===== src/rtl/chist_pkg.sv =====
`timescale 1ns / 1ps
// ----------------------------------------------------------------------------
// chist_pkg
// Shared sizes, codes and control structs of the channel histogram block.
// ----------------------------------------------------------------------------
package chist_pkg;

    // Histogram geometry
    localparam int NUM_BINS       = 256;
    localparam int NUM_CHANNELS   = 3;
    localparam int COUNT_BITS     = 24;
    localparam int BIN_BITS       = $clog2(NUM_BINS);

    // Port field widths
    localparam int OUT_CHANNELS   = 3;
    localparam int OP_BITS        = 2;
    localparam int SAMPLE_BITS    = 8;
    localparam int OUT_COUNT_BITS = 24;
    localparam int CANVAS_BITS    = 10;
    localparam int BAR_BITS       = 10;

    // Bar scaling: count * canvas / peak, quotient never exceeds the canvas
    localparam int PROD_BITS      = COUNT_BITS + CANVAS_BITS;
    localparam int QUO_BITS       = CANVAS_BITS;
    localparam int STEP_BITS      = $clog2(QUO_BITS);

    // Configuration port
    localparam int CFG_IDX_BITS   = 1;
    localparam int CFG_DATA_BITS  = 10;
    localparam logic [CFG_IDX_BITS-1:0] REG_MODE   = 1'd0;
    localparam logic [CFG_IDX_BITS-1:0] REG_CANVAS = 1'd1;
    localparam logic [CANVAS_BITS-1:0]  CANVAS_RESET = 10'd125;

    // Item operation codes
    localparam logic [OP_BITS-1:0] OP_CLEAR = 2'd0;
    localparam logic [OP_BITS-1:0] OP_PIXEL = 2'd1;
    localparam logic [OP_BITS-1:0] OP_READ  = 2'd2;

    localparam logic [COUNT_BITS-1:0] COUNT_MAX = {COUNT_BITS{1'b1}};
    localparam logic [BIN_BITS-1:0]   LAST_BIN  = BIN_BITS'(NUM_BINS - 1);

    // Controller to datapath commands
    typedef struct packed {
        logic                capture;
        logic                clr_we;
        logic [BIN_BITS-1:0] clr_addr;
        logic                peak_clr;
        logic                pix_we;
        logic                prod_load;
        logic                div_load;
        logic                out_load;
    } cmd_t;

    // Datapath to controller status
    typedef struct packed {
        logic div_done;
    } status_t;

endpackage


===== src/rtl/chist_ctrl.sv =====
`timescale 1ns / 1ps
// ----------------------------------------------------------------------------
// chist_ctrl
// Controller: clearing sweep, item sequencing and result register handshake.
// ----------------------------------------------------------------------------
module chist_ctrl (
    input  logic                          clk,
    input  logic                          rst_n,
    input  logic                          req_valid,
    input  logic [chist_pkg::OP_BITS-1:0] op,
    output logic                          req_ready,
    output logic                          rsp_valid,
    input  logic                          rsp_ready,
    output chist_pkg::cmd_t               cmd,
    input  chist_pkg::status_t            status
);
    import chist_pkg::*;

    typedef enum logic [2:0] {
        S_CLEAR,
        S_IDLE,
        S_PIX,
        S_RDWAIT,
        S_DIVLD,
        S_DIV,
        S_DONE
    } state_t;

    state_t              state_reg;
    state_t              state_next;
    logic [BIN_BITS-1:0] clr_addr_reg;
    logic [BIN_BITS-1:0] clr_addr_next;
    logic                rsp_valid_reg;
    logic                rsp_valid_next;
    logic                accept;

    assign req_ready = (state_reg == S_IDLE);
    assign accept    = req_valid & req_ready;
    assign rsp_valid = rsp_valid_reg;

    // Next state and commands
    always_comb
    begin
        state_next    = state_reg;
        clr_addr_next = clr_addr_reg;
        cmd           = '0;
        cmd.clr_addr  = clr_addr_reg;
        cmd.capture   = accept;

        case (state_reg)
            S_CLEAR:
            begin
                cmd.clr_we    = 1'b1;
                cmd.peak_clr  = 1'b1;
                clr_addr_next = clr_addr_reg + 1'b1;
                if (clr_addr_reg == LAST_BIN)
                begin
                    state_next = S_IDLE;
                end
            end
            S_IDLE:
            begin
                if (accept)
                begin
                    case (op)
                        OP_CLEAR:
                        begin
                            clr_addr_next = '0;
                            state_next    = S_CLEAR;
                        end
                        OP_PIXEL: state_next = S_PIX;
                        OP_READ:  state_next = S_RDWAIT;
                        default:  state_next = S_IDLE;
                    endcase
                end
            end
            S_PIX:
            begin
                cmd.pix_we = 1'b1;
                state_next = S_IDLE;
            end
            S_RDWAIT:
            begin
                cmd.prod_load = 1'b1;
                state_next    = S_DIVLD;
            end
            S_DIVLD:
            begin
                cmd.div_load = 1'b1;
                state_next   = S_DIV;
            end
            S_DIV:
            begin
                if (status.div_done)
                begin
                    state_next = S_DONE;
                end
            end
            S_DONE:
            begin
                if (!rsp_valid_reg || rsp_ready)
                begin
                    cmd.out_load = 1'b1;
                    state_next   = S_IDLE;
                end
            end
            default: state_next = S_IDLE;
        endcase

        // Result valid: set on load, drop once taken
        if (cmd.out_load)
        begin
            rsp_valid_next = 1'b1;
        end
        else if (rsp_ready)
        begin
            rsp_valid_next = 1'b0;
        end
        else
        begin
            rsp_valid_next = rsp_valid_reg;
        end
    end

    // State and registered outputs; reset starts with a clearing sweep
    always_ff @(posedge clk or negedge rst_n)
    begin
        if (!rst_n)
        begin
            state_reg     <= S_CLEAR;
            clr_addr_reg  <= '0;
            rsp_valid_reg <= 1'b0;
        end
        else
        begin
            state_reg     <= state_next;
            clr_addr_reg  <= clr_addr_next;
            rsp_valid_reg <= rsp_valid_next;
        end
    end
endmodule


===== config.mk =====
export PLATFORM = sky130hd
export DESIGN_NAME = chist_ctrl
export DESIGN_NICKNAME = d
export VERILOG_FILES = /design/src/rtl/chist_pkg.sv /design/src/rtl/chist_ctrl.sv
export SDC_FILE = /design/constraint.sdc
export NUM_CORES = 1
export LEC_CHECK = 0
export ABC_AREA = 1
export BUFFER_PORTS_ARGS = -buffer_cell sky130_fd_sc_hd__buf_2
export CAP_MARGIN = 20
export CORE_UTILIZATION = 50
export DETAILED_ROUTE_END_ITERATION = 10
export PLACE_DENSITY = 0.87
export SETUP_SLACK_MARGIN = 0.5
export SLEW_MARGIN = 20
export SYNTH_ARGS = -nofsm -noshare
export SYNTH_HDL_FRONTEND = slang
export SYNTH_SLANG_ARGS = --single-unit

===== constraint.sdc =====
create_clock -name clk -period 1.44 [get_ports clk]
set_input_delay 0 -clock clk [delete_from_list [all_inputs] [get_ports clk]]
set_output_delay 0 -clock clk [all_outputs]
set_load 0.01 [all_outputs]

==> results of run 1 <==
==> per-stage QoR <==
stage | setup slack (ns) | instance area, um2 | power (mW)
finish | 0.129 | 1170 | 0.656
global route | 0.108 | 1170 | 0.670
CTS | 0.198 | 1130 | 0.656
detailed placement | 0.159 | 976 | 0.371
global placement | 0.205 | 976 | 0.369
floorplan | 0.289 | 863 | 0.352
==> cell usage after synthesis, types with 2 or more instances <==
cell type	n	share of area [%]
buf_4	3	2.7
dfrtp_1	12	35
ha_1	4	5.9
inv_1	17	7.5
inv_2	2	0.89
nand2_1	32	14
nand2_2	4	2.9
nand3_1	12	7.1
nor2_1	19	8.4
o21ai_0	6	3.5
o21ai_1	4	2.4
o21bai_1	2	1.8
==> repair_timing <==
action,4_1_cts,5_1_grt
cloned,1,0
gates resized for setup,8,9
endpoints found under the setup margin,20,20
endpoints found under the hold margin,13,0
hold buffers,2,0
pin swaps,2,2
buffers inserted,8,1
==> critical path, cell delays in order (launching register included) <==
cell and delay [ns]:
dfrtp_1 0.43, inv_2 0.13, nand2_2 0.09, nor2_4 0.21, buf_6 0.14
==> path summary, 6_finish.rpt <==
| path | slack (ns) | depth (start not counted) | endpoint |
|---|---|---|---|
| min in group asynchronous | 0.12 | 2 | clr_addr_reg[0]$_DFFE_PN0P_ |
| worst min-delay path | 0.05 | 4 | state_reg[1]$_DFFE_PN0P_ |
| worst min register to register | 0.58 | 2 | clr_addr_reg[5]$_DFFE_PN0P_ |
| worst max register to register | 0.16 | 6 | clr_addr_reg[7]$_DFFE_PN0P_ |
| max in group asynchronous | 1.05 | 2 | state_reg[1]$_DFFE_PN0P_ |
| worst max-delay path | 0.13 | 4 | cmd[13] |
==> cells by family (layout without fill, tap and decap cells) <==
family / count (synthesis) / in the layout / synth area share, %
buf+inv: 22 / 57 / 11.1
flops: 12 / 12 / 35.4
fa+ha+maj: 4 / 4 / 5.90
simple gates: 71 / 72 / 37.3
compound gates: 14 / 14 / 9.29
xor+xnor: 1 / 1 / 1.03
==> report_power, final <==
part / switching, mW / internal [mW] / leakage [nW]
clock: 0.134 / 0.154 / 0.0210
sequential: 0.0000000000000000686 / 0.337 / 0.146
combinational: 0.0184 / 0.0134 / 0.507
total: 0.152 / 0.504 / 0.674
==> metal layers <==
metal / vias to the layer above / GRT usage [%] / wire length (um)
li1: 457 / - / -
met1: 440 / 31.4 / 994
met2: 36 / 50.7 / 1220
met3: 13 / 3.83 / 87
met4: 0 / 15.8 / 84
met5: - / 0 / 0
==> cell type report <==
| cell class | instances | share of cell area [%] |
|---|---|---|
| Clock buffer | 4 | 3.10 |
| Inverter | 19 | 6.10 |
| Multi-Input combinational cell | 91 | 44.0 |
| Sequential cell | 12 | 25.8 |
| Tap cell | 16 | 1.71 |
| Timing Repair Buffer | 34 | 19.3 |
==> results.cfg, run 1 <==
[floorplanning]
dieWidth_um = 43.2
core_area_um2 = 1540
rows = 14
initial_core_util_pct = 55.0
die_h_um = 43.2
io_pins = 24
dieArea_um2 = 1870

[critical_path]
crit_path_start = state_reg[2]$_DFFE_PN0P_
worstPathMaxFanout = 5
critPathLaunchType = flip-flop
cp.required_ns = 1.44
end_kind = output port
reg2reg_from = state_reg[2]$_DFFE_PN0P_
critPathKind = reg -> out
crit_arrival_ns = 1.31

[detailed_routing]
first_pass_iters = 4
drtAntennaViolNets = 0
routed_via_density = 5.38
wl_per_cell_um = 13.5
drt_iter0_drc = 31
drc = 0
via_count = 946
routed_wl_mm = 2.38

[cells_and_area]
drive_gt1_share_pct = 37.5
largest_register_ffs = 8
regArea_um2 = 302
multiInputGateArea_um2 = 514
area_growth_pct = 37.8
nFillCells = 110
final_core_util_pct = 75.8
instances_no_fill = 176
layout_commonest_cell = nand2_1
diodes = 0
final_cell_mix = 28 x nand2_1, 20 x buf_2, 16 x inv_1
fin_nets = 172

[clocking]
cts.sinks = 12
clkTransAtPathRegs_ns = 0.10
numCtsBuffers = 3
clkLatencyLatePin_ns = 0.29
htree_levels = 1
cts.path.max_buffers = 2
cts_tree = built
clockRootBuffer = clkbuf_4

[timing]
tns_ns = 0
max_freq_ghz = 0.763
holdWs_ns = 0.0471
layout_min_cycle_time_ns = 1.31
maxSlewViolCount = 0
setup_viol = 0
slew_headroom_pct = 79.8
hold_viol_final = 0
clock_skew_ns = 0.0158
rsz0062_at_grt = true
worst_slew_pin_slew_ns = 0.303
period_share_pct = 91.0

[synthesis]
synth_area_um2 = 848
synthCells = 124
synth_ff_type = dfrtp_1
async_flop_share_pct = 100
ys_ff_latch = 12
synth_edf_count = 0
yosysUniqueCellTypes = 19
ys_seq_area_share_pct = 35.4
synth_fp_nets = 135
syn_avg_cell_area_um2 = 6.84
yosysWarnings = 0

[grt]
grt_usage_pct = 28.3
grt_max_degree = 13
grt_pass1_wl_mm = 3.87
first_global_vias = 919
overflow = 0
antenna_found_initial = 0

[placed_design]
dp_cells = 160
gp_congestion = 0.835
place.port_buffers = 23
dp.final_hpwl_mm = 1.51

[min_path]
min_from = rsp_ready
hold_path_class = in -> reg

[power]
power.leakage_nw = 0.674
vdd_drop_max_mv = 0.535
cellPowerDensity_nw_per_um2 = 562

[job]
cap_violations = 0

[outcome]
status = complete, no violations
Note: power is estimated with default switching activity, not from simulation.
==> inputs of run 2 (changes only) <==
Settings changed: BUFFER_PORTS_ARGS -buffer_cell sky130_fd_sc_hd__buf_2 to -buffer_cell sky130_fd_sc_hd__buf_4.
==> results.cfg, run 2 (synthesis gave the netlist of run 1 again) <==
[outcome]
status = complete, no violations

[grt]
grt_pass1_wl_mm = 3.71
first_global_vias = 935
grt_max_degree = 13
grt_usage_pct = 27.2
overflow = 0
antenna_found_initial = 0

[detailed_routing]
drtAntennaViolNets = 0
routed_wl_mm = 2.53
drt_iter0_drc = 22
routed_via_density = 5.48
wl_per_cell_um = 14.5
first_pass_iters = 4
drc = 0
via_count = 954

[timing]
slew_headroom_pct = 82.1
setup_ws_ns = 0.137
maxSlewViolCount = 0
layout_min_cycle_time_ns = 1.30
rsz0062_at_grt = true
worst_slew_pin_slew_ns = 0.268
clock_skew_ns = 0.00368
hold_viol_final = 0
period_share_pct = 90.5
tns_ns = 0
setup_viol = 0
max_freq_ghz = 0.767

[critical_path]
critPathKind = reg -> reg
end_kind = flip-flop
critPathLaunchType = flip-flop
cp.required_ns = 1.65
cp_slowest_stage_delay_ns = 0.46
cp_cell_sequence = buf_6 > nor2_4 > nand2_4 > nand3_4 > nand2_1 > o21ai_1
crit_arrival_ns = 1.52
worstPathMaxFanout = 5
cp_slowest_cell = dfrtp_2

[clocking]
htree_levels = 1
cts.path.max_buffers = 2
numCtsBuffers = 3
clkTransAtPathRegs_ns = 0.08
clkLatencyLatePin_ns = 0.29
cts_tree = built
clockRootBuffer = clkbuf_4
cts.sinks = 12

[power]
power.leakage_nw = 0.692
cellPowerDensity_nw_per_um2 = 518
vdd_drop_max_mv = 0.600

[placed_design]
gp_congestion = 0.781
pre_cts_slack_ns = 0.191
place.port_buffers = 23
dp.final_hpwl_mm = 1.56

[cells_and_area]
final_cell_mix = 27 x nand2_1, 23 x buf_4, 15 x inv_1
largest_register_ffs = 8
layout_commonest_cell = nand2_1
diodes = 0
area_growth_pct = 50.4
drive_gt1_share_pct = 41.1
fin_nets = 170

[min_path]
hold_path_class = in -> reg

[floorplanning]
io_pins = 24
rows = 14
dieArea_um2 = 1870
dieWidth_um = 43.2
die_h_um = 43.2
initial_core_util_pct = 55.0
core_area_um2 = 1540

[job]
cap_violations = 0
==> run 2: per-layer routing <==
| metal | global-route usage (%) | share of wire [%] | vias up |
|---|---|---|---|
| li1 | - | - | 458 |
| met1 | 28.5 | 37 | 436 |
| met2 | 47.2 | 56 | 54 |
| met3 | 7.66 | 6.4 | 6 |
| met4 | 16.4 | 1.5 | 0 |
| met5 | 0 | 0 | - |
==> run 2: path summary, 6_finish.rpt <==
kind / slack [ns] / endpoint / from / depth (start not counted)
worst max register to register: 0.14 / clr_addr_reg[4]$_DFFE_PN0P_ / state_reg[1]$_DFFE_PN0P_ / 6
worst min-delay path: 0.02 / state_reg[1]$_DFFE_PN0P_ / rsp_ready / 4
worst min register to register: 0.56 / rsp_valid$_DFFE_PN0P_ / rsp_valid$_DFFE_PN0P_ / 2
worst max-delay path: 0.14 / clr_addr_reg[4]$_DFFE_PN0P_ / state_reg[1]$_DFFE_PN0P_ / 6
max in group asynchronous: 1.19 / state_reg[2]$_DFFE_PN0P_ / rst_n / 2
min in group asynchronous: 0.08 / clr_addr_reg[3]$_DFFE_PN0P_ / rst_n / 2
==> run 2: where the power goes <==
| group | switching (mW) | internal [mW] | total, mW |
|---|---|---|---|
| Sequential | 0.0000000000000000757 | 0.337 | 0.337 |
| Clock | 0.131 | 0.154 | 0.286 |
| Combinational | 0.0204 | 0.0186 | 0.0390 |
==> run 2: timing repair <==
item / in CTS / in global routing
setup buffers: 5 / 2
cloned: 1 / 0
setup endpoints to repair: 20 / 21
hold endpoints to repair: 13 / 0
hold buffers: 2 / 0
gates resized for setup: 16 / 19
pin swaps: 5 / 15
==> run 2: worst max-delay path, delay by kind of cell, from the launching register on <==
| kind | cells | cell delay [ns] |
|---|---|---|
| AO/OA/AOI/OAI | 1 | 0.08 |
| buffers and inverters | 1 | 0.15 |
| flip-flops | 1 | 0.46 |
| AND/OR/NAND/NOR | 4 | 0.52 |
==> run 2: through the flow <==
| stage | hold slack (ns) | utilization [%] | cell area (um2) | instances | total power [mW] |
|---|---|---|---|---|---|
| finish | 0.0153 | 82.8 | 1280 | 174 | 0.661 |
| global route | 0.0456 | 82.8 | 1280 | 174 | 0.685 |
| CTS | 0.0181 | 76.8 | 1180 | 172 | 0.660 |
| detailed placement | -0.149 | 67.0 | 1030 | 160 | 0.376 |
| global placement | -0.151 | 67.0 | 1030 | 160 | 0.374 |
| floorplan | -0.296 | - | 863 | 124 | 0.352 |
==> run 2: final cells by class <==
| type | count | area [um2] |
|---|---|---|
| Timing Repair Buffer | 32 | 272 |
| Sequential cell | 12 | 305 |
| Tap cell | 16 | 20.0 |
| Fill cell | 97 | 265 |
| Clock buffer | 4 | 36.3 |
| Multi-Input combinational cell | 91 | 569 |
| Inverter | 19 | 73.8 |
==> inputs of run 3 (changes only) <==
Settings changed: CELL_PAD_IN_SITES_DETAIL_PLACEMENT set to 0, CELL_PAD_IN_SITES_GLOBAL_PLACEMENT set to 1, CORE_UTILIZATION 50 to 35.
==> results.cfg, run 3 (synthesis gave the netlist of run 1 again) <==
[timing]
tns_ns = 0
setup_viol = 0
hold_viol_final = 0
period_share_pct = 87.7
slew_headroom_pct = 84.6
clock_skew_ns = 0.00261
rsz0062_at_grt = true
max_freq_ghz = 0.792
maxSlewViolCount = 0
worst_slew_pin_slew_ns = 0.230
layout_min_cycle_time_ns = 1.26
holdWs_ns = 0.0779

[power]
internal-power_mw = 0.452
p_sw_mw = 0.137
swShare_pct = 23.2
power_frac_seq_pct = 57.1
power.leakage_nw = 0.735
power_frac_clock_pct = 36.0
power_frac_comb_pct = 6.9
cellPowerDensity_nw_per_um2 = 443
vdd_drop_max_mv = 0.327

[placed_design]
place.port_buffers = 23
dp.final_hpwl_mm = 1.48
gp_congestion = 0.818
dp_cells = 172

[floorplanning]
io_pins = 24
initial_core_util_pct = 37.6
die_h_um = 51.2
core_area_um2 = 2250
dieArea_um2 = 2620
rows = 17
dieWidth_um = 51.2

[critical_path]
cp_slowest_stage_delay_ns = 0.42
cp.depth = 7
cp_slowest_cell = dfrtp_1
crit_top_cell = nand2_4
cp_cell_sequence = inv_2 > nand2_4 > nor2_4 > nand2_4 > nand3_4 > nand2_1 > o21ai_1
r2r_cells = 7
worstPathMaxFanout = 5
critPathKind = reg -> reg
critPathTopFamily = simple AND/OR/NAND/NOR gates
worst-path-buf-inv = 1
crit_arrival_ns = 1.47
end_kind = flip-flop
critPathLaunchType = flip-flop
cp.required_ns = 1.64

[cells_and_area]
instances_no_fill = 195
diodes = 0
layout_commonest_cell = buf_4
largest_register_ffs = 8
area_growth_pct = 56.9
drive_gt1_share_pct = 46.1
final_cell_mix = 37 x buf_4, 25 x nand2_1, 15 x inv_1
fin_nets = 180

[clocking]
clkTransAtPathRegs_ns = 0.08
clockRootBuffer = clkbuf_4
cts_tree = built
clkLatencyLatePin_ns = 0.28
cts.path.max_buffers = 2
htree_levels = 1
cts.sinks = 12
numCtsBuffers = 3

[detailed_routing]
routed_via_density = 4.79
drtAntennaViolNets = 0
drt_iter0_drc = 18
wl_per_cell_um = 12.4
drc = 0
via_count = 934
first_pass_iters = 5
routed_wl_mm = 2.41

[min_path]
min_path_cells = 4
hold_path_class = in -> reg

[outcome]
status = complete, no violations

[grt]
antenna_found_initial = 0
overflow = 0
first_global_vias = 849
grt_usage_pct = 19.1
grt_pass1_wl_mm = 3.60
grt_max_degree = 13

[job]
cap_violations = 0
==> run 3: power groups by stage <==
stage | logic [mW] | clock network [mW] | registers [mW]
6_report | 0.0404 | 0.212 | 0.337
3_3_place_gp | 0.0311 | 0 | 0.343
2_1_floorplan | 0.00823 | 0 | 0.343
5_1_grt | 0.0451 | 0.235 | 0.337
4_1_cts | 0.0373 | 0.222 | 0.337
3_5_place_dp | 0.0331 | 0 | 0.343
==> run 3: area by class of cell <==
cell class                 instances  area [um2]
fill                             205         923
multi-input combinational         91         569
timing repair buffer              42         332
sequential                        12         302
inverter                          19        71.3
tap                               28        35.0
clock buffer                       3        22.5
==> run 3: timing repair <==
item                       in CTS  in global routing
cloned                          1                  0
pin swaps                       3                 11
buffers inserted                6                 11
hold buffers                    2                  0
setup endpoints to repair      20                 20
hold endpoints to repair       13                  0
resized for setup               9                 22
==> run 3: layer usage <==
metal / wire (um) / GRT usage (%) / vias up
li1: - / - / 478
met1: 1050 / 22.2 / 424
met2: 1240 / 32.5 / 30
met3: 109 / 6.55 / 2
met4: 8 / 6.31 / 0
met5: 0 / 0 / -
==> run 3: final timing paths <==
kind	to	from	slack (ns)
worst max-delay path	clr_addr_reg[5]$_DFFE_PN0P_	state_reg[2]$_DFFE_PN0P_	0.18
worst min-delay path	state_reg[1]$_DFFE_PN0P_	rsp_ready	0.08
worst max register to register	clr_addr_reg[5]$_DFFE_PN0P_	state_reg[2]$_DFFE_PN0P_	0.18
worst min register to register	rsp_valid$_DFFE_PN0P_	rsp_valid$_DFFE_PN0P_	0.54
max in group asynchronous	state_reg[1]$_DFFE_PN0P_	rst_n	1.16
min in group asynchronous	clr_addr_reg[0]$_DFFE_PN0P_	rst_n	0.10
==> run 3: metrics by stage <==
stage / setup slack, ns / cell area [um2] / util [%] / power, mW
detailed placement: 0.173 / 1050 / 46.5 / 0.376
global route: 0.132 / 1330 / 59.0 / 0.616
finish: 0.177 / 1330 / 59.0 / 0.589
floorplan: 0.289 / 863 / - / 0.352
global placement: 0.173 / 1050 / 46.5 / 0.374
CTS: 0.203 / 1170 / 51.9 / 0.595
==> run 3: tightest hold or removal path: stages <==
cell	delay, ns
buf_4	0.08
nor2_1	0.04
nand2_1	0.12
nand2_1	0.07
